### config.mk
export PLATFORM = sky130hd
export DESIGN_NAME = psu_ram
export DESIGN_NICKNAME = d
export VERILOG_FILES = /design/src/rtl/psu_ram.sv
export SDC_FILE = /design/constraint.sdc
export NUM_CORES = 1
export LEC_CHECK = 0
export BUFFER_PORTS_ARGS = -buffer_cell sky130_fd_sc_hd__buf_2
export CAP_MARGIN = 40
export CORE_MARGIN = 2
export CORE_UTILIZATION = 25
export DETAILED_ROUTE_END_ITERATION = 6
export GPL_ROUTABILITY_DRIVEN = 0
export PLACE_DENSITY = 0.38
export SLEW_MARGIN = 20
export SYNTH_ARGS = -nofsm -noshare
export SYNTH_HDL_FRONTEND = slang
export SYNTH_SLANG_ARGS = --single-unit
### constraint.sdc
create_clock -name clk_i -period 1.62 [get_ports clk_i]
set_input_delay 0.243 -clock clk_i [delete_from_list [all_inputs] [get_ports clk_i]]
set_output_delay 0.243 -clock clk_i [all_outputs]
set_load 0.05 [all_outputs]
### src/rtl/psu_ram.sv
`timescale 1ns / 1ps

module psu_ram #(
  parameter int WIDTH = 8,
  parameter int DEPTH = 16
) (
  input  logic                     clk_i,
  input  logic                     we_i,
  input  logic [$clog2(DEPTH)-1:0] waddr_i,
  input  logic [WIDTH-1:0]         wdata_i,
  input  logic                     re_i,
  input  logic [$clog2(DEPTH)-1:0] raddr_i,
  output logic [WIDTH-1:0]         rdata_o
);

  logic [WIDTH-1:0] mem [DEPTH];
  logic [WIDTH-1:0] rdata_q;

  always_ff @(posedge clk_i) begin
    if (we_i) begin
      mem[waddr_i] <= wdata_i;
    end
    if (re_i) begin
      rdata_q <= mem[raddr_i];
    end
  end

  assign rdata_o = rdata_q;

endmodule

==> metrics.txt <==
Hold Crit Class=in2reg; GRT met2 Usage=0.177; Worst setup SP type=flip-flop; First DRT Iteration DRCs=between 150 and 200; clk buf depth=2; row cnt=between 50 and 60; post-route ant nets=0; root buffer cell=clkbuf_16; DRC errors left=0; Horiz. Die Dim=between 100 and 150 um; Clock Skew=0.00176 ns; post-synthesis sequential area ratio=0.781; unrepaired setup endpoints after global routing=no; Tcrit/Tclk final=0.942; Syn Nets=about 250; Die Ht=~150 um; vias per inst=4.29; IO Port Bufs=26; Cell Pwr Density=1230 nW/um2; largest driver fanout on the critical path=1; post-synthesis adder-cell area fraction=0; relative slew slack=0.458; # fillers=1957; Hold Buf Count CTS=0; xor/xnor share of the synthesized area=0; Worst EP required=about 1.8 ns; max cap viols=0; Final Hold Slack=just under 0.2 ns; cells after synthesis=about 230; vias in the first global route=about 2600; Tot GR Track Use=0.120; fin crit period=around 1.5 ns; commonest cells after routing, fill and taps aside=edfxtp_1 (136), buf_2 (26), buf_4 (26), mux4_2 (18), clkbuf_16 (17); nets=a little over 300; Detailed Place HPWL=approximately 7.6 mm; first-pass GRT wire length=approximately 18 mm; Avg WL per Cell=roughly 21 um; Starting Density=0.257; crit end category=flip-flop; Synth cell types=18; Die Footprint=~22000 um2; highest clock rate=~660 MHz; met3 usage=0.0411; # diodes=0; clock tree from TritonCTS=done; VDD IR-drop max=between 500 and 600 uV; Area Overhead vs Synth=21.6%; Leakage=roughly 2.1 nW; final instance count without filler cells=572; most common cell after layout, fill and taps aside=edfxtp_1; Power Total=roughly 7.8 mW; leading area contributor after synthesis=edfxtp_1; Remaining Overflow, GRT=0; # H-tree levels=4; Yosys top cell area share=0.781; crit path kind=reg2reg; met1 usage=0.167; busiest grt layer=met2; Arrival @ worst endpoint=approximately 1.7 ns; Register Area=4080 um2; number of synthesis warnings=0; clock tree sinks=~140; Hold Fails Final Rpt=0; area of the multi-input gates=1070 um2; cts bufs inserted=17; Synth Area in Compound Gates=0.0230; Worst-Margin Slew=approximately 0.8 ns; total length of routed wires=12.1 mm; placed cell count=roughly 540; syn avg cell area=between 20 and 25 um2; number of synthesized register bits=about 140; largest family of logic cells by synthesized area=multiplexers; Cell Area, Synth=between 5000 and 6000 um2; maximum number of pins on one net before global-route repair=24; Pre-antenna DRT Iters=4; share of cells above drive strength 1=0.318; Simple-Gate Fraction of Synth Area=0.0314; Final setup viols=0; CORE AREA=roughly 20000 um2; status=finished, final reports clean; clock latency at the later pin of the worst-skew pair=0.41 ns; initial antenna violation count=0; multiplexer area fraction after synthesis=0.148; io pins=27; DR vias=approximately 2500; top cells by area, synth=edfxtp_1 (78%), mux4_2 (7.8%), mux4_1 (7.0%); Pins Over Slew Limit=0; clock slew at reported path FFs=roughly 0.05 ns
## sequential cells by signal (all words and copies together) (netlist names)
register and cells:
rdata_o 8, mem 128
## metrics by stage
step                      cell area [um2]  setup TNS (ns)  setup slack [ns]  utilization
after floorplan                      5230               0            0.0946            -
after global placement               5850           -2.09            -0.339        0.287
after detailed placement             5850           -2.14            -0.346        0.287
after CTS                            6350               0            0.0119        0.312
after global routing                 6360               0           0.00952        0.312
final                                6360               0            0.0937        0.312
## routing by layer
layer | vias to the layer above | wire length (um)
met5 | - | 0
met3 | 15 | 479
met4 | 0 | 140
met1 | 1282 | 5830
li1 | 1106 | -
met2 | 51 | 5610
## cells by family after synthesis
| family | after synthesis |
|---|---|
| buffers and inverters | 10 |
| muxes | 32 |
| DFF | 136 |
| AOI/OAI and AO/OA | 16 |
| and+or+nand+nor | 35 |
## area by class of cell
cell class / count / area share
Tap cell: 270 / 0.0531
Multi-Input combinational cell: 83 / 0.169
Timing Repair Buffer: 54 / 0.0575
Clock buffer: 21 / 0.0693
Sequential cell: 136 / 0.642
Clock inverter: 8 / 0.00925
## report_power, final
part / internal [mW] / switching (mW)
clock: 2.04 / 1.29
sequential: 3.97 / 0.0168
combinational: 0.171 / 0.303
## timing repair
action                                  CTS  global route
buffers inserted                          0             0
resized for setup                         0             2
endpoints found under the setup margin    0             2
## worst max-delay path, stage by stage (launching register included)
cell and delay (ns):
edfxtp_1 0.37, mux4_1 0.53, a22oi_2 0.28, nand2_1 0.09
## final timing paths
kind | slack, ns | endpoint | startpoint | cells past startpoint
setup / recovery | 0.09 | rdata_o[5] | mem[1][5] | 3
hold / removal | 0.20 | rdata_o[4] | re_i | 1
setup reg to reg | 0.09 | rdata_o[5] | mem[1][5] | 3
hold reg to reg | 0.76 | rdata_o[5] | mem[11][5] | 3
## cell usage after synthesis
cell and n:
buf_2 3, nand3b_1 2, nor2_1 13, mux4_2 18, clkdlybuf4s25_2 3, nand2_1 9, nor3_1 4, nand2b_1 2
a22oi_1 16, nand3_1 1, mux4_1 14, edfxtp_1 136, nor2b_1 1, buf_4 1, and2_1 1, buf_6 3
and2b_1 1, or3b_2 1
Power figures use the tool's default switching activity.
