<file path="config.mk">
export PLATFORM = sky130hd
export DESIGN_NAME = psu_outq
export DESIGN_NICKNAME = d
export VERILOG_FILES = /design/src/rtl/psu_pkg.sv /design/src/rtl/psu_outq.sv
export SDC_FILE = /design/constraint.sdc
export NUM_CORES = 1
export LEC_CHECK = 0
export BUFFER_PORTS_ARGS = -buffer_cell sky130_fd_sc_hd__buf_2
export CAP_MARGIN = 20
export CORE_UTILIZATION = 40
export DETAILED_ROUTE_END_ITERATION = 8
export PLACE_DENSITY_LB_ADDON = 0.1
export RECOVER_POWER = 50
export SLEW_MARGIN = 20
export SYNTH_ARGS = -nofsm -noshare
export SYNTH_HDL_FRONTEND = slang
export SYNTH_SLANG_ARGS = --single-unit
</file>
<file path="constraint.sdc">
create_clock -name clk_i -period 4.5 [get_ports clk_i]
set_clock_uncertainty 0.2 [all_clocks]
set_input_delay 0.225 -clock clk_i [delete_from_list [all_inputs] [get_ports clk_i]]
set_output_delay 0.225 -clock clk_i [all_outputs]
set_load 0.02 [all_outputs]
</file>
<file path="src/rtl/psu_pkg.sv">
`timescale 1ns / 1ps

package psu_pkg;

  localparam int MAX_WIDTH  = 4096;
  localparam int COL_W      = (MAX_WIDTH > 1) ? $clog2(MAX_WIDTH) : 1;
  localparam int CNT_W      = COL_W + 1;
  localparam int LS_DEPTH   = MAX_WIDTH * 4;
  localparam int LS_AW      = $clog2(LS_DEPTH);

  localparam int OQ_DEPTH   = 4;
  localparam int OQ_PW      = $clog2(OQ_DEPTH);
  localparam int OQ_CW      = $clog2(OQ_DEPTH + 1);

  localparam int CFG_DATA_W = 16;
  localparam int CFG_IDX_W  = 2;

  localparam logic [CFG_IDX_W-1:0] CFG_IMAGE_WIDTH    = 2'd0;
  localparam logic [CFG_IDX_W-1:0] CFG_IMAGE_HEIGHT   = 2'd1;
  localparam logic [CFG_IDX_W-1:0] CFG_COLOR_CHANNELS = 2'd2;

  localparam logic [1:0] K_PIX  = 2'd0;
  localparam logic [1:0] K_FILT = 2'd1;
  localparam logic [1:0] K_ERR  = 2'd2;

  localparam logic [2:0] F_NONE  = 3'd0;
  localparam logic [2:0] F_SUB   = 3'd1;
  localparam logic [2:0] F_UP    = 3'd2;
  localparam logic [2:0] F_AVG   = 3'd3;
  localparam logic [2:0] F_PAETH = 3'd4;

  localparam logic [7:0] ALPHA_FILL = 8'd255;

  typedef struct packed {
    logic [1:0]       kind;
    logic [7:0]       data;
    logic [1:0]       ch;
    logic [2:0]       filt;
    logic             first_row;
    logic             two_out;
    logic             img_done;
    logic [LS_AW-1:0] addr;
  } s1_t;

  typedef struct packed {
    logic [7:0] pixel;
    logic       run_end;
    logic       image_end;
    logic       bad_filter;
  } res_t;

  typedef struct packed {
    logic [1:0] n;
    res_t       r0;
    res_t       r1;
  } push_t;

endpackage

</file>
<file path="src/rtl/psu_outq.sv">
`timescale 1ns / 1ps

module psu_outq (
  input  logic                      clk_i,
  input  logic                      rst_ni,
  input  psu_pkg::push_t            push_i,
  input  logic                      out_stall_i,
  output logic                      out_valid_o,
  output psu_pkg::res_t             out_o,
  output logic [psu_pkg::OQ_CW-1:0] count_o
);

  import psu_pkg::*;

  res_t             mem_q [OQ_DEPTH];
  logic [OQ_PW-1:0] wp_q, wp_d, rp_q, rp_d;
  logic [OQ_CW-1:0] cnt_q, cnt_d;
  logic             pop;

  assign pop = (cnt_q != '0) && !out_stall_i;

  always_comb begin
    wp_d  = wp_q + OQ_PW'(push_i.n);
    rp_d  = pop ? rp_q + OQ_PW'(1) : rp_q;
    cnt_d = cnt_q + OQ_CW'(push_i.n) - OQ_CW'(pop);
  end

  always_ff @(posedge clk_i or negedge rst_ni) begin
    if (!rst_ni) begin
      wp_q  <= '0;
      rp_q  <= '0;
      cnt_q <= '0;
    end else begin
      wp_q  <= wp_d;
      rp_q  <= rp_d;
      cnt_q <= cnt_d;
    end
  end

  always_ff @(posedge clk_i) begin
    if (push_i.n != 2'd0) begin
      mem_q[wp_q] <= push_i.r0;
    end
    if (push_i.n == 2'd2) begin
      mem_q[wp_q + OQ_PW'(1)] <= push_i.r1;
    end
  end

  assign out_valid_o = (cnt_q != '0);
  assign out_o       = mem_q[rp_q];
  assign count_o     = cnt_q;

endmodule

</file>
==> results.py <==
metrics = {
    "clock_tree": {
        "cts_max_path_buffers": 2,
        "h_tree_lvls": 2,
        "cts-hold-fix-buffers": 1,
        "clock_insertion_delay_worst_skew_ns": 0.30,
        "tritoncts": "built",
        "post_cts.resized_instances": 0,
        "root_buffer": "clkbuf_8",
        "cts.reportedPaths.clkPinSlew_ns": 0.09,
        "clock_sink_count": 51,
        "post_cts.repair.setup_buffers": 0,
        "cts-buffers-inserted": 5,
    },
    "floorplanning": {
        "floorplan.die.height_um": 82.6,
        "floorplan.initialDensity": 0.412,
        "num_rows": 29,
        "ios": 42,
        "total_die_area_um2": 6820,
        "die-width_um": 82.6,
        "floorplan.core_area_um2": 6310,
    },
    "power": {
        "power-per-cell-area_nw_per_um2": 606,
        "share_comb_of_total_power": 0.383,
        "ir_drop_mv": 0.297,
        "seqPwrFrac": 0.470,
        "static-leakage-power_nw": 1.07,
        "clock_power_share": 0.147,
        "sw_frac_of_total": 0.365,
        "internal_power_mw": 1.13,
        "total_switching_power_mw": 0.650,
    },
    "placed_design": {
        "hpwl_um": 3500,
        "placement.cell_area_um2": 2870,
        "port_buffers": 41,
        "finalWeightedCongestion": 0.671,
    },
    "routing": {
        "routed_wire_length_um": 5290,
        "route.vias.total": 1458,
        "dr.pass1.iters": 4,
        "wire_per_inst_um": 19.3,
        "detail_route.drc_violations": 0,
        "first_iter_violations": 78,
        "route.antenna.remaining_nets": 0,
        "detail_route.vias_per_cell": 5.32,
    },
    "global_route": {
        "initial_antenna_violation_count": 0,
        "vias_in_the_first_global_route": 1518,
        "pin_count_of_the_biggest_net_entering_global_routing": 17,
        "globalRoute.totalOverflow": 0,
        "grt_use_total": 0.172,
        "grt_first_pass_wirelength_um": 8090,
    },
    "timing": {
        "grt_setup_unrepaired": "no",
        "final.min_clock_period_ns": 2.48,
        "timing_max_transition_violations_final": 0,
        "timing.final.hold_violations": 0,
        "tightestPinTransition_ns": 0.987,
        "finalSetupTns_ns": 0,
        "report.final.setup_viol": 0,
        "achievable-frequency_mhz": 403,
        "max_slew_margin": 0.338,
        "final.period_utilization": 0.551,
    },
    "setup_path": {
        "startpoint_type": "register",
        "worstSetupPathType": "reg2out",
        "cp.arrival_ns": 2.05,
        "cp-end-kind": "output port",
        "worst-path-max-fanout": 16,
        "cp.required_ns": 4.07,
    },
    "finish": {
        "insertedDiodeCount": 0,
        "nets": 228,
        "layout-drive-gt1-share": 0.523,
        "synthToLayoutAreaGrowth_pct": 13.2,
        "final_area_um2": 2940,
        "layout.filler_cells": 608,
    },
    "logic_synthesis": {
        "synth-seq-cells": 51,
        "syn_inst": 153,
        "synth_top_area_cell": "edfxtp_1",
        "yosysWarningCount": 0,
        "synth.distinct_cells": 30,
        "synth-seq-area-share": 0.576,
        "ys.flop_type": "edfxtp_1",
        "synth.most_common_cell": "edfxtp_1",
        "async_flop_share": 0.137,
        "synthesis.nets": 185,
        "yosys-top-cells-count": "44 x edfxtp_1, 43 x mux2_2, 11 x mux4_2, 7 x dfrtp_1, 7 x inv_1",
        "synth-edff-count": 44,
        "syn-cell-area_um2": 2600,
        "top_post_synthesis_cells_by_area": "edfxtp_1 51%, mux2_2 19%, mux4_2 9.5%",
        "post_synth.cell_area_avg_um2": 17.0,
        "synth.top_cell.area_share": 0.508,
    },
    "flow_run": {
        "number_of_maximum_capacitance_constraint_violations": 0,
    },
    "worst_hold_path": {
        "hold_path_class": "in2reg",
    },
    "outcome": {
        "result_of_the_run": "complete, no violations",
    },
}
-- registers in the layout, indices dropped and copies added (netlist names) --
| signal | count |
|---|---|
| count_o | 3 |
| mem_q | 44 |
| rp_q | 2 |
| wp_q | 2 |
-- final cells by class --
cell class | instances | area (um2) | area share
clock buffer | 6 | 72.6 | 0.0247
clock inverter | 2 | 12.5 | 0.00425
inverter | 7 | 26.3 | 0.00893
multi-input combinational | 86 | 1020 | 0.346
sequential | 51 | 1500 | 0.509
tap | 77 | 96.3 | 0.0327
timing repair buffer | 45 | 220 | 0.0748
-- per-layer routing --
| metal | global-route usage | wire length (um) | vias to the layer above | part of all wire |
|---|---|---|---|---|
| li1 | - | - | 681 | - |
| met1 | 0.211 | 2330 | 736 | 0.44 |
| met2 | 0.298 | 2690 | 35 | 0.51 |
| met3 | 0.0363 | 204 | 6 | 0.039 |
| met4 | 0.0621 | 59 | 0 | 0.011 |
| met5 | 0 | 0 | - | 0 |
-- path summary, 6_finish.rpt --
| kind | from | endpoint | slack, ns | cells after the start |
|---|---|---|---|---|
| worst max-delay path | rp_q[0]$_DFFE_PN0P_ | out_o[6] | 2.02 | 2 |
| worst min-delay path | out_stall_i | rp_q[0]$_DFFE_PN0P_ | 0.02 | 3 |
| worst max register to register | count_o[2]$_DFF_PN0_ | count_o[2]$_DFF_PN0_ | 2.12 | 9 |
| worst min register to register | count_o[2]$_DFF_PN0_ | count_o[2]$_DFF_PN0_ | 0.36 | 1 |
| max in group asynchronous | rst_ni | rp_q[1]$_DFFE_PN0P_ | 3.64 | 2 |
| min in group asynchronous | rst_ni | count_o[2]$_DFF_PN0_ | 0.16 | 2 |
-- worst max-delay path: stages (launching register included) --
cell     delay, ns
dfrtp_1       0.95
mux4_2        0.62
buf_2         0.18
-- kinds of logic (layout without fill, tap and decap cells) --
family / Yosys count / after routing / share of synthesized area
buffers and inverters: 16 / 60 / 0.0318
adders and majority gates: 5 / 5 / 0.0270
xor gates and xnor gates: 4 / 4 / 0.0135
DFF: 51 / 51 / 0.576
muxes: 56 / 56 / 0.290
AOI/OAI and AO/OA: 5 / 5 / 0.0159
and+or+nand+nor: 16 / 16 / 0.0462
-- metrics by stage --
stage	total power [mW]	cells	utilization	worst slack, ns	hold WS (ns)
after floorplan	1.32	153	-	2.19	-0.271
after global placement	1.53	265	0.455	2.20	-0.134
after detailed placement	1.56	265	0.455	2.11	-0.120
after CTS	1.83	274	0.470	1.98	0.0150
after global routing	1.89	274	0.466	1.91	0.0425
final	1.78	274	0.466	2.02	0.0228
-- cell usage in the layout (no fill, tap or decap), types with 2 or more instances in the layout --
cell      netlist  layout
buf_2           6      36
dfrtp_1         7       7
and4bb_1        0       2
nor2_1          3       3
edfxtp_1       44      44
ha_1            4       4
nand2_1         2       2
clkbuf_1        0       9
or4b_2          2       2
xnor2_1         3       3
inv_1           7       7
mux4_2         11      11
mux2_2         43      43
clkbuf_8        0       5
-- power groups by stage --
stage	sequential (mW)	combinational [mW]	clock (mW)
after floorplan	0.775	0.545	0
after global placement	0.839	0.695	0
after detailed placement	0.852	0.710	0
after CTS	0.842	0.713	0.271
after global routing	0.861	0.742	0.288
final	0.838	0.683	0.262
(Power assumes the default switching activity.)
