$ cat src/rtl/psu_pkg.sv
`timescale 1ns / 1ps

package psu_pkg;

  localparam int MAX_WIDTH  = 4096;
  localparam int COL_W      = (MAX_WIDTH > 1) ? $clog2(MAX_WIDTH) : 1;
  localparam int CNT_W      = COL_W + 1;
  localparam int LS_DEPTH   = MAX_WIDTH * 4;
  localparam int LS_AW      = $clog2(LS_DEPTH);

  localparam int OQ_DEPTH   = 4;
  localparam int OQ_PW      = $clog2(OQ_DEPTH);
  localparam int OQ_CW      = $clog2(OQ_DEPTH + 1);

  localparam int CFG_DATA_W = 16;
  localparam int CFG_IDX_W  = 2;

  localparam logic [CFG_IDX_W-1:0] CFG_IMAGE_WIDTH    = 2'd0;
  localparam logic [CFG_IDX_W-1:0] CFG_IMAGE_HEIGHT   = 2'd1;
  localparam logic [CFG_IDX_W-1:0] CFG_COLOR_CHANNELS = 2'd2;

  localparam logic [1:0] K_PIX  = 2'd0;
  localparam logic [1:0] K_FILT = 2'd1;
  localparam logic [1:0] K_ERR  = 2'd2;

  localparam logic [2:0] F_NONE  = 3'd0;
  localparam logic [2:0] F_SUB   = 3'd1;
  localparam logic [2:0] F_UP    = 3'd2;
  localparam logic [2:0] F_AVG   = 3'd3;
  localparam logic [2:0] F_PAETH = 3'd4;

  localparam logic [7:0] ALPHA_FILL = 8'd255;

  typedef struct packed {
    logic [1:0]       kind;
    logic [7:0]       data;
    logic [1:0]       ch;
    logic [2:0]       filt;
    logic             first_row;
    logic             two_out;
    logic             img_done;
    logic [LS_AW-1:0] addr;
  } s1_t;

  typedef struct packed {
    logic [7:0] pixel;
    logic       run_end;
    logic       image_end;
    logic       bad_filter;
  } res_t;

  typedef struct packed {
    logic [1:0] n;
    res_t       r0;
    res_t       r1;
  } push_t;

endpackage

$ cat src/rtl/psu_ctrl.sv
`timescale 1ns / 1ps

module psu_ctrl (
  input  logic                             clk_i,
  input  logic                             rst_ni,
  input  logic                             cfg_we_i,
  input  logic [psu_pkg::CFG_IDX_W-1:0]    cfg_idx_i,
  input  logic [psu_pkg::CFG_DATA_W-1:0]   cfg_wdata_i,
  input  logic                             in_valid_i,
  input  logic                             in_stall_i,
  input  logic [7:0]                       filtered_byte_i,
  output logic                             rd_en_o,
  output logic [psu_pkg::LS_AW-1:0]        rd_addr_o,
  output logic                             s1_valid_o,
  output psu_pkg::s1_t                     s1_o,
  output logic                             halt_o
);

  import psu_pkg::*;

  logic [12:0]      width_q;
  logic [15:0]      height_q;
  logic [2:0]       chans_q;

  logic [COL_W-1:0] col_q, col_d;
  logic [1:0]       ch_q, ch_d;
  logic [15:0]      row_q, row_d;
  logic [2:0]       filt_q, filt_d;
  logic             await_q, await_d;
  logic             halt_q, halt_d;

  logic             s1_valid_q;
  s1_t              s1_q, s1_d;

  logic             accept;
  logic [CNT_W-1:0] eff_w;
  logic [15:0]      eff_h;
  logic [2:0]       eff_ch;
  logic [CNT_W-1:0] col_inc;
  logic [16:0]      row_inc;
  logic [2:0]       ch_inc;
  logic             pix_done, row_done, img_done;

  assign accept = in_valid_i && !in_stall_i;

  always_ff @(posedge clk_i or negedge rst_ni) begin
    if (!rst_ni) begin
      width_q  <= 13'd1;
      height_q <= 16'd1;
      chans_q  <= 3'd4;
    end else if (cfg_we_i) begin
      case (cfg_idx_i)
        CFG_IMAGE_WIDTH:    width_q  <= cfg_wdata_i[12:0];
        CFG_IMAGE_HEIGHT:   height_q <= cfg_wdata_i[15:0];
        CFG_COLOR_CHANNELS: chans_q  <= cfg_wdata_i[2:0];
        default: ;
      endcase
    end
  end

  always_comb begin
    if (width_q == 13'd0) begin
      eff_w = CNT_W'(1);
    end else if (32'(width_q) > MAX_WIDTH) begin
      eff_w = CNT_W'(MAX_WIDTH);
    end else begin
      eff_w = CNT_W'(width_q);
    end
    eff_h = (height_q == 16'd0) ? 16'd1 : height_q;
    if (chans_q == 3'd0) begin
      eff_ch = 3'd1;
    end else if (chans_q > 3'd4) begin
      eff_ch = 3'd4;
    end else begin
      eff_ch = chans_q;
    end

    col_inc  = CNT_W'(col_q) + CNT_W'(1);
    row_inc  = {1'b0, row_q} + 17'd1;
    ch_inc   = {1'b0, ch_q} + 3'd1;
    pix_done = ch_inc >= eff_ch;
    row_done = pix_done && (col_inc >= eff_w);
    img_done = row_done && (row_inc >= {1'b0, eff_h});

    col_d   = col_q;
    ch_d    = ch_q;
    row_d   = row_q;
    filt_d  = filt_q;
    await_d = await_q;
    halt_d  = halt_q;

    s1_d           = '0;
    s1_d.data      = filtered_byte_i;
    s1_d.ch        = ch_q;
    s1_d.filt      = filt_q;
    s1_d.first_row = (row_q == 16'd0);
    s1_d.two_out   = (eff_ch == 3'd3) && (ch_q == 2'd2);
    s1_d.img_done  = img_done;
    s1_d.addr      = {col_q, ch_q};

    if (await_q) begin
      if (filtered_byte_i > 8'(F_PAETH)) begin
        s1_d.kind = K_ERR;
      end else begin
        s1_d.kind = K_FILT;
      end
    end else begin
      s1_d.kind = K_PIX;
    end

    if (accept && !halt_q) begin
      if (await_q) begin
        if (filtered_byte_i > 8'(F_PAETH)) begin
          halt_d = 1'b1;
        end else begin
          filt_d  = filtered_byte_i[2:0];
          await_d = 1'b0;
          col_d   = '0;
          ch_d    = 2'd0;
        end
      end else if (pix_done) begin
        ch_d = 2'd0;
        if (row_done) begin
          col_d   = '0;
          await_d = 1'b1;
          row_d   = img_done ? 16'd0 : row_inc[15:0];
        end else begin
          col_d = col_inc[COL_W-1:0];
        end
      end else begin
        ch_d = ch_inc[1:0];
      end
    end
  end

  always_ff @(posedge clk_i or negedge rst_ni) begin
    if (!rst_ni) begin
      col_q      <= '0;
      ch_q       <= 2'd0;
      row_q      <= 16'd0;
      filt_q     <= F_NONE;
      await_q    <= 1'b1;
      halt_q     <= 1'b0;
      s1_valid_q <= 1'b0;
    end else begin
      col_q      <= col_d;
      ch_q       <= ch_d;
      row_q      <= row_d;
      filt_q     <= filt_d;
      await_q    <= await_d;
      halt_q     <= halt_d;
      s1_valid_q <= accept && !halt_q;
    end
  end

  always_ff @(posedge clk_i) begin
    if (accept) begin
      s1_q <= s1_d;
    end
  end

  assign rd_en_o    = accept && !halt_q && !await_q;
  assign rd_addr_o  = {col_q, ch_q};
  assign s1_valid_o = s1_valid_q;
  assign s1_o       = s1_q;
  assign halt_o     = halt_q;

endmodule

$ cat config.mk
export PLATFORM = sky130hd
export DESIGN_NAME = psu_ctrl
export DESIGN_NICKNAME = d
export VERILOG_FILES = /design/src/rtl/psu_pkg.sv /design/src/rtl/psu_ctrl.sv
export SDC_FILE = /design/constraint.sdc
export NUM_CORES = 1
export LEC_CHECK = 0
export BUFFER_PORTS_ARGS = -buffer_cell sky130_fd_sc_hd__buf_4
export CAP_MARGIN = 0
export CORE_ASPECT_RATIO = 0.5
export CORE_MARGIN = 4
export CORE_UTILIZATION = 30
export DETAILED_ROUTE_END_ITERATION = 10
export GPL_ROUTABILITY_DRIVEN = 0
export HOLD_SLACK_MARGIN = 0.02
export MAX_ROUTING_LAYER = met4
export PLACE_DENSITY = 0.53
export SKIP_CTS_REPAIR_TIMING = 1
export SLEW_MARGIN = 25
export SYNTH_ARGS = -nofsm -noshare
export SYNTH_HDL_FRONTEND = slang
export SYNTH_SLANG_ARGS = --single-unit
export TNS_END_PERCENT = 1
$ cat constraint.sdc
create_clock -name clk_i -period 4.1 [get_ports clk_i]
set_clock_uncertainty 0.05 [all_clocks]
set_input_delay 0.41 -clock clk_i [delete_from_list [all_inputs] [get_ports clk_i]]
set_output_delay 0.41 -clock clk_i [all_outputs]
set_load 0.05 [all_outputs]
==> summary.txt <==
Run status
  – Status: finished, final reports clean

Timing
  – Crit share post-route: 0.906
  – Measured slew at the worst slew-check pin: 0.868 ns
  – Slew margin rel.: 0.420
  – Setup TNS: 0 ns
  – Final hold slack: 0.0144 ns
  – Max frequency: 0.269 GHz
  – Max-slew violations: 0
  – RSZ-0062 raised after global routing: false
  – Crit path time final: 3.71 ns
  – Final setup fails: 0
  – Final Hold Fails: 0

Global routing
  – Number of global-route vias before repair: 3823
  – Gr usage total: 0.134
  – Gr ovfl total: 0
  – Largest net degree at the start of global routing: 69
  – First-pass GRT wire length: 20700 µm
  – Initial antenna violation count: 0

Synth
  – Cell accounting for the most synthesized area: dfrtp_1
  – Syn_area_per_cell: 10.9 µm²
  – Main flop type after synthesis: dfrtp_1
  – Gate Count Post-Synth: 484
  – Commonest cells in the netlist: 64 x dfrtp_1, 42 x nand2_1, 37 x ha_1, 34 x mux2_2, 33 x inv_1
  – Synth warn: 0
  – Synth Register Bits: 98
  – Main combinational cell family by area after synthesis: simple AND/OR/NAND/NOR gates
  – Async SR Flop Fraction: 0.694
  – Compound-gate portion of the synthesized area: 0.107
  – EDFF count, synth: 30
  – Area contributors post-synth: dfrtp_1 30%, edfxtp_1 17%, ha_1 8.8%, mux2_2 7.2%, nand2_1 3.0%
  – Post-Synth Adder-Cell Area: 0.0876
  – Net count after synthesis: 552
  – Share of the synthesized area in the top cell type: 0.303
  – Simple-gate share of the synthesized area: 0.143
  – Post-Syn Area: 5290 µm²
  – XOR/XNOR share of the synthesized area: 0.0348
  – Most frequent cell after synthesis: dfrtp_1
  – Post-synthesis mux area share: 0.0743
  – Netlist cell types: 49
  – Sequential cell area fraction in the yosys report: 0.493

Routing
  – DR iter-0 viols: 246
  – Pre-antenna DRT Iters: 4
  – Via count: 3787
  – Via density: 4.85
  – DRC: 0
  – WL per Instance: 16.0 µm
  – Final ANT Viol Nets: 0
  – Final WL: 12500 µm

Finish
  – Share of layout cells above drive strength 1: 0.282
  – Nets@finish: 617
  – Layout area overhead: 20.0%
  – Antenna fix cells: 0

Clocking
  – Clock insertion delay at the later pin of the skew report: 0.35 ns
  – Clock root cell: clkbuf_16
  – Clock slew at reported path FFs: 0.07 ns
  – Clock sinks: 98
  – CTS Buffer Depth: 2
  – CTS tree: done
  – CTS H-tree lvls: 3
  – Num CTS Buffers: 9

Power
  – Pwr per Cell Area: 373 nW/µm²
  – Static leakage: 0.00286 µW
  – Max IR drop VDD: 0.193 mV

Die
  – Die area: 19900 µm²
  – Floorplan core area: 16800 µm²
  – I/O pins: 80
  – DIE WIDTH: 196 µm
  – Core Rows: 33
  – Initial Util: 0.314
  – Chip height: 102 µm

Place
  – Dpl hpwl: 9300 µm
  – Port Buffers: 79

Critical path
  – CP max FO: 20
  – Critical path arrival: 3.90 ns
  – R2R Setup Slk: 0.39 ns
  – CP required: 4.29 ns
  – RR Startpoint: col_q[0]$_DFFE_PN0P_
  – CP Class: reg -> reg
  – Worst Reg2Reg Path Length in Cells: 13
  – Critical Path Start: col_q[0]$_DFFE_PN0P_
  – Worst R2R End: row_q[3]$_DFFE_PN0P_
  – Critical path capture point type: flop
  – Startpoint Class: flop

Flow run
  – Max capacitance violation total: 0

Hold path
  – Hold Crit Class: in -> async
area by class of cell:
class | count | area [µm²]
sequential | 98 | 2610
inverter | 33 | 124
clock inverter | 7 | 78.8
multi-input combinational | 322 | 2380
fill | 1621 | 10500
tap | 227 | 284
clock buffer | 9 | 225
timing repair buffer | 85 | 642
registers in the layout (all words and copies together), names as in the netlist, 2 cells and up:
name and cells:
ch_q 2, chans_q 3, col_q 12, filt_q 3, height_q 16, row_q 16
s1_o 30, width_q 13
worst max-delay path, cell delays in order, from the launching register on:
cell and delay [ns]:
dfrtp_1 0.48, ha_1 0.27, nand3_1 0.12, nor2_1 0.24, and3_1 0.26, and3_1 0.25, xor2_1 0.10, ha_1 0.31
nand4_1 0.12, nor3_1 0.20, o31ai_1 0.12, and3_1 0.40, nand2b_1 0.33, a22o_2 0.32
kinds of logic after synthesis:
logic type               Yosys count
buffers and inverters             64
XOR/XNOR                          21
adder cells (fa/ha/maj)           37
flip-flops                        98
AO/OA/AOI/OAI                     82
multiplexers                      35
AND/OR/NAND/NOR                  147
stage by stage:
step / total power (µW) / setup slack, ns / cells / cell area [µm²] / utilization
5_1_grt: 2500 / 0.0397 / 781 / 6340 / 0.377
3_3_place_gp: 1520 / 0.552 / 765 / 6020 / 0.358
2_1_floorplan: 1390 / 0.773 / 484 / 5290 / -
3_5_place_dp: 1530 / 0.448 / 765 / 6030 / 0.359
6_report: 2360 / 0.387 / 781 / 6340 / 0.377
4_1_cts: 2400 / 0.420 / 781 / 6330 / 0.377
report_power, final:
group          total, µW  leakage (µW)  internal (µW)  switching [µW]
sequential          1140       0.00113           1080            53.4
combinational        363       0.00158            151             212
clock                863      0.000150            437             426
total               2360       0.00286           1670             692
worst max-delay path by stage:
stage	to	depth (start not counted)	slack (ns)
6_report	row_q[3]$_DFFE_PN0P_	13	0.39
5_1_grt	row_q[3]$_DFFE_PN0P_	13	0.04
4_1_cts	row_q[3]$_DFFE_PN0P_	13	0.42
3_5_place_dp	row_q[4]$_DFFE_PN0P_	13	0.45
3_3_place_gp	row_q[1]$_DFFE_PN0P_	13	0.55
2_1_floorplan	row_q[2]$_DFFE_PN0P_	8	0.77
metal layers:
layer,up-vias,share of wire,GRT usage
met5,-,0,-
met4,0,0.013,0.0332
met3,13,0.028,0.0277
met2,57,0.45,0.206
met1,1844,0.51,0.184
li1,1873,-,-
cell usage in the layout, fill, tap and decap left out, types with 3 or more instances in the layout:
cell       instances
a21o_1             3
a21oi_1           15
a22o_1             6
a22o_2             7
a31oi_1           15
a32o_1             3
and3_1             7
buf_4             84
clkbuf_16          9
dfrtp_1           64
dfstp_2            4
edfxtp_1          30
ha_1              37
inv_1             33
inv_8              4
mux2_2            34
nand2_1           42
nand2b_1           6
nand3_1           16
nand3b_1           9
nand4_1            8
nor2_1            19
nor3_1            18
nor4_1             8
o21ai_0           20
o221ai_1           3
or3_1              3
xnor2_1            7
xor2_1            14
(Power assumes the default switching activity.)
