## src/rtl/psu_pkg.sv

```systemverilog
`timescale 1ns / 1ps

package psu_pkg;

  localparam int MAX_WIDTH  = 4096;
  localparam int COL_W      = (MAX_WIDTH > 1) ? $clog2(MAX_WIDTH) : 1;
  localparam int CNT_W      = COL_W + 1;
  localparam int LS_DEPTH   = MAX_WIDTH * 4;
  localparam int LS_AW      = $clog2(LS_DEPTH);

  localparam int OQ_DEPTH   = 4;
  localparam int OQ_PW      = $clog2(OQ_DEPTH);
  localparam int OQ_CW      = $clog2(OQ_DEPTH + 1);

  localparam int CFG_DATA_W = 16;
  localparam int CFG_IDX_W  = 2;

  localparam logic [CFG_IDX_W-1:0] CFG_IMAGE_WIDTH    = 2'd0;
  localparam logic [CFG_IDX_W-1:0] CFG_IMAGE_HEIGHT   = 2'd1;
  localparam logic [CFG_IDX_W-1:0] CFG_COLOR_CHANNELS = 2'd2;

  localparam logic [1:0] K_PIX  = 2'd0;
  localparam logic [1:0] K_FILT = 2'd1;
  localparam logic [1:0] K_ERR  = 2'd2;

  localparam logic [2:0] F_NONE  = 3'd0;
  localparam logic [2:0] F_SUB   = 3'd1;
  localparam logic [2:0] F_UP    = 3'd2;
  localparam logic [2:0] F_AVG   = 3'd3;
  localparam logic [2:0] F_PAETH = 3'd4;

  localparam logic [7:0] ALPHA_FILL = 8'd255;

  typedef struct packed {
    logic [1:0]       kind;
    logic [7:0]       data;
    logic [1:0]       ch;
    logic [2:0]       filt;
    logic             first_row;
    logic             two_out;
    logic             img_done;
    logic [LS_AW-1:0] addr;
  } s1_t;

  typedef struct packed {
    logic [7:0] pixel;
    logic       run_end;
    logic       image_end;
    logic       bad_filter;
  } res_t;

  typedef struct packed {
    logic [1:0] n;
    res_t       r0;
    res_t       r1;
  } push_t;

endpackage

```

## src/rtl/psu_recon.sv

```systemverilog
`timescale 1ns / 1ps

module psu_recon (
  input  logic                      clk_i,
  input  logic                      rst_ni,
  input  logic                      s1_valid_i,
  input  psu_pkg::s1_t              s1_i,
  input  logic [7:0]                rd_data_i,
  output logic                      wr_en_o,
  output logic [psu_pkg::LS_AW-1:0] wr_addr_o,
  output logic [7:0]                wr_data_o,
  output psu_pkg::push_t            push_o
);

  import psu_pkg::*;

  logic [31:0]        left_q, left_d;
  logic [31:0]        ul_q, ul_d;
  logic [7:0]         a, b, c, pred, val;
  logic [8:0]         avg_sum;
  logic signed [10:0] dpa, dpb, dpc;
  logic [10:0]        pa, pb, pc;
  logic               is_pix;

  always_comb begin
    is_pix  = s1_valid_i && (s1_i.kind == K_PIX);
    a       = left_q[{s1_i.ch, 3'b000} +: 8];
    c       = ul_q[{s1_i.ch, 3'b000} +: 8];
    b       = s1_i.first_row ? 8'd0 : rd_data_i;
    avg_sum = {1'b0, a} + {1'b0, b};

    dpa = $signed({3'b000, b}) - $signed({3'b000, c});
    dpb = $signed({3'b000, a}) - $signed({3'b000, c});
    dpc = $signed({3'b000, a}) + $signed({3'b000, b}) - $signed({2'b00, c, 1'b0});
    pa  = (dpa < 0) ? 11'(-dpa) : 11'(dpa);
    pb  = (dpb < 0) ? 11'(-dpb) : 11'(dpb);
    pc  = (dpc < 0) ? 11'(-dpc) : 11'(dpc);

    case (s1_i.filt)
      F_SUB:   pred = a;
      F_UP:    pred = b;
      F_AVG:   pred = avg_sum[8:1];
      F_PAETH: begin
        if (pa <= pb && pa <= pc) begin
          pred = a;
        end else if (pb <= pc) begin
          pred = b;
        end else begin
          pred = c;
        end
      end
      default: pred = 8'd0;
    endcase
    val = s1_i.data + pred;

    left_d = left_q;
    ul_d   = ul_q;
    if (s1_valid_i && s1_i.kind == K_FILT) begin
      left_d = '0;
      ul_d   = '0;
    end else if (is_pix) begin
      left_d[{s1_i.ch, 3'b000} +: 8] = val;
      ul_d[{s1_i.ch, 3'b000} +: 8]   = b;
    end

    push_o = '0;
    if (s1_valid_i && s1_i.kind == K_ERR) begin
      push_o.n             = 2'd1;
      push_o.r0.run_end    = 1'b1;
      push_o.r0.bad_filter = 1'b1;
    end else if (is_pix) begin
      push_o.r0.pixel = val;
      if (s1_i.two_out) begin
        push_o.n            = 2'd2;
        push_o.r1.pixel     = ALPHA_FILL;
        push_o.r1.run_end   = 1'b1;
        push_o.r1.image_end = s1_i.img_done;
      end else begin
        push_o.n            = 2'd1;
        push_o.r0.run_end   = 1'b1;
        push_o.r0.image_end = s1_i.img_done;
      end
    end
  end

  always_ff @(posedge clk_i or negedge rst_ni) begin
    if (!rst_ni) begin
      left_q <= '0;
      ul_q   <= '0;
    end else begin
      left_q <= left_d;
      ul_q   <= ul_d;
    end
  end

  assign wr_en_o   = is_pix;
  assign wr_addr_o = s1_i.addr;
  assign wr_data_o = val;

endmodule

```

## config.mk

```make
export PLATFORM = sky130hd
export DESIGN_NAME = psu_recon
export DESIGN_NICKNAME = d
export VERILOG_FILES = /design/src/rtl/psu_pkg.sv /design/src/rtl/psu_recon.sv
export SDC_FILE = /design/constraint.sdc
export NUM_CORES = 1
export LEC_CHECK = 0
export BUFFER_PORTS_ARGS = -buffer_cell sky130_fd_sc_hd__buf_4
export CAP_MARGIN = 20
export CELL_PAD_IN_SITES_DETAIL_PLACEMENT = 1
export CELL_PAD_IN_SITES_GLOBAL_PLACEMENT = 2
export CORE_ASPECT_RATIO = 0.75
export CORE_MARGIN = 2
export CORE_UTILIZATION = 40
export CTS_BUF_LIST = sky130_fd_sc_hd__clkbuf_4 sky130_fd_sc_hd__clkbuf_8 sky130_fd_sc_hd__clkbuf_16
export CTS_CLUSTER_SIZE = 14
export DETAILED_ROUTE_END_ITERATION = 7
export PLACE_DENSITY_LB_ADDON = 0.12
export SYNTH_ARGS = -nofsm -noshare
export SYNTH_HDL_FRONTEND = slang
export SYNTH_SLANG_ARGS = --single-unit
```

## constraint.sdc

```tcl
create_clock -name clk_i -period 27.2 [get_ports clk_i]
set_input_delay 5.44 -clock clk_i [delete_from_list [all_inputs] [get_ports clk_i]]
set_output_delay 5.44 -clock clk_i [all_outputs]
set_load 0.01 [all_outputs]
```

==> flow_summary.json, run 1 <==
{
  "synthTopCellsByArea": "dfrtp_1, ha_1, a22o_1",
  "crit_path_start_kind": "input pin",
  "post_drt_wl_per_cell_um": 21.5,
  "antenna_found_initial": 0,
  "hold_depth": 1,
  "status": "finished clean",
  "die_x_um": 153,
  "clk_pin_slew_ns": 0.05,
  "synth_compound_area_frac": 0.236,
  "multi_input_area_um2": 4540,
  "drc": 0,
  "grt_max_degree": 65,
  "clock-sinks": 64,
  "stdcell_area_um2": 7500,
  "cts-resized-gates": 0,
  "worst_slew_pin_slew_ns": 1.07,
  "ys_warn_count": 0,
  "gr-total-overflow": 0,
  "hpwl_um": 16400,
  "ys_seq_elements": 64,
  "wl_um": 20900,
  "p_per_area_nw_per_um2": 61.4,
  "synth.cell_area_um2": 6620,
  "fillers": 1830,
  "dieArea_um2": 17600,
  "drv_cap": 0,
  "seqCellArea_um2": 1600,
  "rr_startpoint": "left_q[0]$_DFFE_PN0P_",
  "row_count": 40,
  "area_growth_pct": 13.4,
  "yosys.area.top_type": "dfrtp_1",
  "r2r_end": "left_q[23]$_DFFE_PN0P_",
  "synth-simple-area-share": 0.132,
  "synthMuxAreaShare": 0.0643,
  "clk_latency_ns": 0.32,
  "port_buffers": 60,
  "postCtsSetupBuffers": 0,
  "ys_types": 69,
  "cts_hold_buf": 0,
  "clk_path_buf_depth": 2,
  "gp_congestion": 0.896,
  "reg2reg_setup_slack_ns": 19.26,
  "numCtsBuffers": 9,
  "min_period_ns": 18.90,
  "die_h_um": 115,
  "maxSlewHeadroom": 0.276,
  "synth-main-ff-cell": "dfrtp_1",
  "crit_path_frequent_cell": "a21oi_1",
  "drtIter0Drc": 314,
  "synth-xor-area-share": 0.0683,
  "period_share": 0.695,
  "ioPinCount": 90,
  "setup_tns_ns": 0,
  "avgSynthCellArea_um2": 9.23,
  "leakage_nw": 3.54,
  "synthArstFlopShare": 1.00,
  "ant_nets": 0,
  "cts_root_buf": "clkbuf_16",
  "synth_edf_count": 0,
  "rsz0062_at_grt": "false",
  "synth_top_area_share": 0.242,
  "drt_first_pass_iters": 4,
  "viasPerCell": 5.88,
  "hold_path_class": "flip-flop to flip-flop",
  "initial_core_util": 0.411,
  "fmax_ghz": 0.0529,
  "min_from": "ul_q[19]$_DFFE_PN0P_",
  "synth_fa_ha_area_frac": 0.177,
  "cpPeakStageDelay_ns": 0.82,
  "power_uw": 461,
  "synthCells": 717,
  "ctsHtreeMaxLevel": 3,
  "min_to": "ul_q[19]$_DFFE_PN0P_",
  "antenna_cells": 0,
  "cp.arrival_ns": 13.46,
  "reg2reg_depth": 32,
  "drive_gt1_frac": 0.169,
  "worstPathMaxFanout": 21,
  "peakVddDrop_uv": 34.2,
  "nets": 889,
  "slowest_stage": "o21ai_0",
  "end_kind": "output pin",
  "grt_pass1_wl_um": 33500,
  "drv_slew": 0,
  "fin_worst_skew_ns": 0.00431,
  "cts_tree": "yes",
  "seq_area_frac_synth": 0.242,
  "worst-setup-path-type": "input pin to output pin",
  "post_dp_cell_area_um2": 7190,
  "grt_pass1_vias": 5953,
  "hold_violations": 0,
  "synth_top_family_by_area": "compound AO/OA/AOI/OAI gates",
  "setup_violations": 0,
  "required_ns": 21.76,
  "vias": 5729,
  "grt_usage": 0.244,
  "core_um2": 16100
}
==> worst max path at each step <==
stage / cells after the start / from / slack (ns) / endpoint
global route: 36 / s1_i[20] / 7.53 / push_o[21]
CTS: 33 / s1_i[20] / 8.28 / push_o[21]
floorplan: 35 / s1_i[20] / 8.93 / push_o[21]
detailed placement: 33 / s1_i[20] / 8.30 / push_o[21]
finish: 34 / s1_i[20] / 8.30 / push_o[21]
global placement: 36 / s1_i[20] / 8.52 / push_o[21]
==> synth_stat cells, types with 4 or more instances <==
cell / n
or3_1: 4
xor2_1: 17
fa_1: 11
ha_1: 75
o21ai_1: 10
o211ai_1: 6
nand4_1: 6
nor4_1: 6
a22o_1: 62
o21a_1: 7
and3_1: 4
a21o_1: 12
nor3_1: 10
o21bai_1: 7
nand2_1: 30
buf_4: 25
mux4_2: 16
o21ai_0: 24
a21oi_1: 35
o22ai_1: 7
dfrtp_1: 64
nand3_1: 11
nand2b_1: 14
and2_1: 14
nor2_1: 36
a31oi_1: 5
xnor2_1: 29
inv_1: 64
nor2b_1: 19
a22oi_1: 6
clkbuf_1: 23
mux2_2: 4
==> report_power, final <==
part	internal [mW]	total [mW]	leakage (nW)	switching, mW
combinational	0.0990	0.244	2.50	0.145
clock	0.0775	0.117	0.154	0.0391
sequential	0.0982	0.100	0.888	0.00200
total	0.275	0.461	3.54	0.186
==> sequential cells by signal (all words and copies together), names as in the netlist <==
register,flops
left_q,32
ul_q,32
==> stage by stage <==
stage,utilization,hold WS [ns],std cells,setup WS (ns)
2_1_floorplan,-,0.458,726,8.93
3_3_place_gp,0.446,0.483,959,8.52
3_5_place_dp,0.446,0.485,959,8.30
4_1_cts,0.465,0.501,974,8.28
5_1_grt,0.465,0.513,974,7.53
6_report,0.465,0.499,974,8.30
==> layout make-up <==
type | instances | share of cell area
multi-input combinational | 547 | 0.605
sequential | 64 | 0.214
inverter | 65 | 0.0325
timing repair buffer | 73 | 0.0731
clock buffer | 12 | 0.0355
tap | 210 | 0.0350
clock inverter | 3 | 0.00534
==> placed cells by master (no fill, tap or decap), types with 16 or more instances in the layout <==
cell     instances
ha_1            75
buf_4           73
inv_1           64
dfrtp_1         64
a22o_1          62
nor2_1          36
a21oi_1         35
nand2_1         30
xnor2_1         29
o21ai_0         24
nor2b_1         19
xor2_1          17
mux4_2          16
==> worst max-delay path, delay by kind of cell <==
| kind | cells | cell delay (ns) |
|---|---|---|
| AO/OA/AOI/OAI | 16 | 3.27 |
| adder cells (fa/ha/maj) | 4 | 1.20 |
| XOR/XNOR | 4 | 1.17 |
| AND/OR/NAND/NOR | 4 | 1.00 |
| buffers and inverters | 5 | 0.71 |
| multiplexers | 1 | 0.63 |
==> layer usage <==
metal	vias up	track usage	part of all wire
li1	2666	-	-
met1	2893	0.373	0.51
met2	142	0.375	0.43
met3	28	0.0362	0.052
met4	0	0.0321	0.0086
met5	-	0	0
==> cells by family after synthesis <==
family | count (synthesis)
compound gates | 212
xor+xnor | 49
fa+ha+maj | 87
buf+inv | 115
flops | 64
mux | 22
other cells | 2
simple gates | 166
(Power assumes the default switching activity.)
==> inputs of run 2 (changes only) <==
Settings changed: ABC_AREA set to 1, CORE_UTILIZATION 40 to 30.
Clock period 27.2 ns to 15.6 ns, I/O delays scaled along.
==> flow_summary.json, run 2 <==
{
  "numCtsBuffers": 9,
  "worst_slew_pin_slew_ns": 0.943,
  "reg2reg_depth": 41,
  "cts-resized-gates": 0,
  "synth.cell_area_um2": 7110,
  "drt-met1-wl_um": 14600,
  "drive_gt1_frac": 0.126,
  "synth_edf_count": 0,
  "clk_pin_slew_ns": 0.06,
  "postCtsSetupBuffers": 0,
  "post_drt_wl_per_cell_um": 18.7,
  "rsz0062_at_grt": "false",
  "leakage_nw": 4.17,
  "seq_area_frac_synth": 0.225,
  "synthCells": 1041,
  "setup_tns_ns": 0,
  "grt_pass1_wl_um": 40400,
  "cp_num_cells": 48,
  "core_um2": 23100,
  "fin_worst_skew_ns": 0.00890,
  "yosys.cell_count.top_type": "nand2_1",
  "synth-main-ff-cell": "dfrtp_1",
  "peakVddDrop_uv": 50.3,
  "drv_cap": 0,
  "p_per_area_nw_per_um2": 108,
  "synthTopCellsByCount": "nand2_1, inv_1, ha_1",
  "cp.arrival_ns": 10.99,
  "met2_length_um": 10000,
  "hpwl_um": 20700,
  "wl_um": 25800,
  "drc": 0,
  "dp_cells": 1361,
  "worstPathMaxFanout": 72,
  "status": "finished clean",
  "required_ns": 12.48,
  "crit_family": "compound AO/OA/AOI/OAI gates",
  "grt_max_degree": 73,
  "port_buffers": 60,
  "row_count": 48,
  "ys_seq_elements": 64,
  "cp-endpoint": "push_o[21]",
  "layout_commonest_cell": "nand2_1",
  "ys_warn_count": 0,
  "yosys.area.top_type": "dfrtp_1",
  "period_share": 0.904,
  "cts_root_buf": "clkbuf_16",
  "rr_startpoint": "ul_q[10]$_DFFE_PN0P_",
  "dieArea_um2": 24900,
  "ys_types": 51,
  "min_from": "left_q[30]$_DFFE_PN0P_",
  "vias": 6822,
  "synthArstFlopShare": 1.00,
  "wl_met3_um": 941,
  "antenna_found_initial": 0,
  "cts_tree": "yes",
  "grt_usage": 0.213,
  "hold_violations": 0,
  "avgSynthCellArea_um2": 6.83,
  "clock-sinks": 64,
  "die_x_um": 182,
  "layout.cells.non_filler": 1378,
  "reg.largest.list": "left_q: 32 flops, ul_q: 32 flops",
  "cp-startpoint": "s1_i[20]",
  "gp_congestion": 0.826,
  "setup_violations": 0,
  "crit_path_frequent_cell": "nand2_1",
  "synth_top_area_share": 0.225,
  "ctsHtreeMaxLevel": 3,
  "ioPinCount": 90,
  "dr.max_layer_used": "met4",
  "cts_hold_buf": 0,
  "r2r_end": "left_q[14]$_DFFE_PN0P_",
  "clk_latency_ns": 0.34,
  "min_period_ns": 14.11,
  "area_growth_pct": 12.8,
  "maxSlewHeadroom": 0.370,
  "slowest_stage": "buf_4",
  "crit_buf_inv": 8,
  "die_h_um": 137,
  "crit_path_start_kind": "input pin",
  "mostFrequentLayoutCells": "nand2_1, inv_1, ha_1, o21ai_0, nor2_1",
  "end_kind": "output pin",
  "worst-setup-path-type": "input pin to output pin",
  "drt_first_pass_iters": 5,
  "synthTopCellsByArea": "dfrtp_1, ha_1, nand2_1",
  "grt_pass1_vias": 6723,
  "antenna_cells": 0,
  "fmax_ghz": 0.0709,
  "clk_path_buf_depth": 2,
  "drv_slew": 0,
  "hold_path_class": "flip-flop to flip-flop",
  "viasPerCell": 4.95,
  "cpPeakStageDelay_ns": 0.55,
  "hold_slack_ns": 0.484,
  "gr-total-overflow": 0,
  "reg2reg_setup_slack_ns": 8.42,
  "ant_nets": 0,
  "nets": 1202,
  "initial_core_util": 0.307,
  "drtIter0Drc": 434
}
==> run 2: changes by cell type after synthesis, sizes merged, moves of 16 or more <==
| cell | previous run | this run |
|---|---|---|
| nand2 | 30 | 247 |
| inv | 65 | 185 |
| a22o | 62 | 1 |
| nand3 | 11 | 64 |
| nor2 | 37 | 73 |
| o21ai | 35 | 70 |
| a21oi | 35 | 61 |
| xnor2 | 32 | 6 |
| nor2b | 19 | 0 |
| mux4 | 16 | 0 |
==> run 2: worst register-to-register path, delay by kind of cell, from the launching register on <==
family | cells | cell delay [ns]
AO/OA/AOI/OAI | 13 | 2.34
adder cells (fa/ha/maj) | 5 | 1.89
XOR/XNOR | 1 | 0.36
AND/OR/NAND/NOR | 19 | 1.79
flip-flops | 1 | 0.38
buffers and inverters | 3 | 0.27
==> run 2: through the flow <==
step           instance area [µm²]  power [mW]   util  setup WS [ns]
2_1_floorplan                 7140       0.516      -           3.19
3_3_place_gp                  7680       0.644  0.332           1.64
3_5_place_dp                  7690       0.648  0.333           1.52
4_1_cts                       8010       0.869  0.346           1.49
5_1_grt                       8020       0.941  0.347          0.576
6_report                      8020       0.864  0.347           1.49
==> run 2: worst min-delay path by stage <==
stage | to | slack (ns) | cells past startpoint
2_1_floorplan | ul_q[10]$_DFFE_PN0P_ | 0.45 | 2
6_report | left_q[30]$_DFFE_PN0P_ | 0.48 | 2
3_5_place_dp | ul_q[10]$_DFFE_PN0P_ | 0.47 | 2
4_1_cts | ul_q[10]$_DFFE_PN0P_ | 0.49 | 2
5_1_grt | left_q[28]$_DFFE_PN0P_ | 0.51 | 2
3_3_place_gp | ul_q[26]$_DFFE_PN0P_ | 0.47 | 2
==> run 2: kinds of logic (layout without fill, tap and decap cells) <==
family          after synthesis  after routing  synth area share
compound gates              206            206             0.174
xor+xnor                     24             24            0.0306
fa+ha+maj                    86             86             0.163
buf+inv                     239            267             0.141
flops                        64             64             0.225
other cells                   2             11           0.00106
simple gates                420            420             0.264
==> run 2: area by class of cell <==
type / count / area, µm²
clock buffers: 12 / 267
clock inverters: 4 / 51.3
fillers: 2947 / 15100
inverters: 187 / 702
multi-input cells: 747 / 4530
flip-flops and latches: 64 / 1600
well taps: 300 / 375
repair buffers: 64 / 484
==> run 2: where the power goes <==
part	switching (mW)	total, mW	leakage (nW)	internal, mW
clock	0.0807	0.218	0.155	0.137
sequential	0.00120	0.170	0.892	0.169
combinational	0.311	0.477	3.12	0.166
total	0.393	0.864	4.17	0.472
==> run 2: per-layer routing <==
| metal | GRT usage | vias up |
|---|---|---|
| met5 | 0 | - |
| met1 | 0.346 | 3258 |
| met4 | 0.0289 | 0 |
| met3 | 0.0317 | 13 |
| li1 | - | 3447 |
| met2 | 0.294 | 104 |
==> inputs of run 3 (changes only) <==
Settings changed: CTS_CLUSTER_DIAMETER set to 80, PLACE_DENSITY set to 0.87, PLACE_DENSITY_LB_ADDON 0.12 to unset, SLEW_MARGIN set to 10.
==> flow_summary.json, run 3 (synthesis results as in run 2) <==
{
  "status": "finished clean",
  "worstPathMaxFanout": 72,
  "initial_core_util": 0.307,
  "reg2reg_setup_slack_ns": 8.37,
  "period_share": 0.910,
  "cts_tree": "yes",
  "area_growth_pct": 12.6,
  "post_drt_wl_per_cell_um": 17.8,
  "cp-endpoint": "push_o[21]",
  "drv_cap": 0,
  "crit_path_frequent_cell": "nand2_1",
  "wl_met3_um": 1380,
  "swShare": 0.452,
  "drt-met1-wl_um": 13000,
  "setup_violations": 0,
  "pwr-share-comb": 0.545,
  "layout_commonest_cell": "nand2_1",
  "leakage_nw": 4.15,
  "reg2reg_depth": 41,
  "ioPinCount": 90,
  "dr.max_layer_used": "met4",
  "core_um2": 23100,
  "fin_worst_skew_ns": 0.00815,
  "drive_gt1_frac": 0.124,
  "clk_latency_ns": 0.33,
  "fmax_ghz": 0.0704,
  "rr_startpoint": "ul_q[10]$_DFFE_PN0P_",
  "worst_slew_pin_slew_ns": 1.11,
  "viasPerCell": 5.08,
  "grt_usage": 0.200,
  "mostFrequentLayoutCells": "nand2_1, inv_1, ha_1, o21ai_0, nor2_1",
  "wl_um": 24400,
  "peakVddDrop_uv": 54.0,
  "internal_power_uw": 476,
  "met2_length_um": 9890,
  "crit_path_start_kind": "input pin",
  "power_switching_uw": 393,
  "end_kind": "output pin",
  "clock-sinks": 64,
  "port_buffers": 60,
  "slowest_stage": "buf_4",
  "drv_slew": 0,
  "dp_cells": 1359,
  "cpPeakStageDelay_ns": 0.54,
  "rsz0062_at_grt": "false",
  "drc": 0,
  "row_count": 48,
  "drtIter0Drc": 456,
  "ant_nets": 0,
  "hold_violations": 0,
  "p_per_area_nw_per_um2": 109,
  "grt_pass1_vias": 6988,
  "gr-total-overflow": 0,
  "clk_pin_slew_ns": 0.06,
  "worst-setup-path-type": "input pin to output pin",
  "cts-resized-gates": 0,
  "die_h_um": 137,
  "min_period_ns": 14.20,
  "drt_first_pass_iters": 5,
  "power.share.clock": 0.260,
  "setup_tns_ns": 0,
  "required_ns": 12.48,
  "hold_path_class": "flip-flop to flip-flop",
  "postCtsSetupBuffers": 0,
  "layout.cells.non_filler": 1375,
  "seq_power_share": 0.195,
  "r2r_end": "left_q[14]$_DFFE_PN0P_",
  "maxSlewHeadroom": 0.255,
  "grt_max_degree": 73,
  "fillers": 2929,
  "cp.arrival_ns": 11.08,
  "antenna_cells": 0,
  "numCtsBuffers": 9,
  "fin_ws_ns": 1.40,
  "hpwl_um": 19400,
  "grt_pass1_wl_um": 38900,
  "nets": 1199,
  "vias": 6981,
  "reg.largest.list": "left_q: 32 flops, ul_q: 32 flops",
  "cp-startpoint": "s1_i[20]",
  "gp_congestion": 0.880,
  "pre_cts_ws_ns": 1.60,
  "cts_root_buf": "clkbuf_16",
  "ctsHtreeMaxLevel": 3,
  "clk_path_buf_depth": 2,
  "die_x_um": 182,
  "antenna_found_initial": 0,
  "cts_hold_buf": 0,
  "dieArea_um2": 24900
}
==> run 3: changes by cell type in the layout (fill, tap and decap cells not counted) <==
| cell | change |
|---|---|
| buf_4 | -1 |
| buf_6 | -1 |
| bufinv_16 | +1 |
| clkbuf_4 | -1 |
| clkbuf_8 | -3 |
| clkinv_2 | -1 |
| inv_6 | +3 |
==> run 3: stage by stage <==
step	power [mW]	hold slack [ns]	instance area, µm²	util
floorplan	0.516	0.448	7140	-
CTS	0.867	0.485	8000	0.346
finish	0.868	0.487	8000	0.346
detailed placement	0.639	0.470	7670	0.332
global placement	0.629	0.463	7670	0.332
global route	0.943	0.498	8000	0.346
==> run 3: power groups by stage <==
stage	clock network (mW)	logic, mW	registers (mW)
after floorplan	0	0.344	0.172
after detailed placement	0	0.466	0.173
after global routing	0.235	0.538	0.170
after global placement	0	0.457	0.173
final	0.225	0.473	0.170
after CTS	0.228	0.470	0.170
==> run 3: how the worst min path moves through the flow <==
stage	from	to	slack [ns]	cells past startpoint
6_report	left_q[24]$_DFFE_PN0P_	left_q[24]$_DFFE_PN0P_	0.49	2
5_1_grt	left_q[31]$_DFFE_PN0P_	left_q[31]$_DFFE_PN0P_	0.50	2
4_1_cts	left_q[24]$_DFFE_PN0P_	left_q[24]$_DFFE_PN0P_	0.48	2
3_5_place_dp	left_q[24]$_DFFE_PN0P_	left_q[24]$_DFFE_PN0P_	0.47	2
3_3_place_gp	left_q[31]$_DFFE_PN0P_	left_q[31]$_DFFE_PN0P_	0.46	2
2_1_floorplan	ul_q[10]$_DFFE_PN0P_	ul_q[10]$_DFFE_PN0P_	0.45	2
==> run 3: area by class of cell <==
cell class / instances / area (µm²) / area share
Multi-Input combinational cell: 747 / 4530 / 0.567
Inverter: 187 / 702 / 0.0878
Clock buffer: 9 / 225 / 0.0282
Tap cell: 300 / 375 / 0.0469
Timing Repair Buffer: 61 / 458 / 0.0573
Sequential cell: 64 / 1600 / 0.200
Clock inverter: 7 / 103 / 0.0128
==> run 3: critical path: cells and delay by family <==
kind                     cells  cell delay (ns)
AO/OA/AOI/OAI               13             2.50
AND/OR/NAND/NOR             22             2.05
adder cells (fa/ha/maj)      4             1.59
buffers and inverters        8             1.52
XOR/XNOR                     1             0.24
==> run 3: layer usage <==
| layer | track usage | up-vias |
|---|---|---|
| met2 | 0.300 | 154 |
| met3 | 0.0293 | 13 |
| met4 | 0.0253 | 0 |
| met1 | 0.307 | 3380 |
| li1 | - | 3434 |
| met5 | 0 | - |
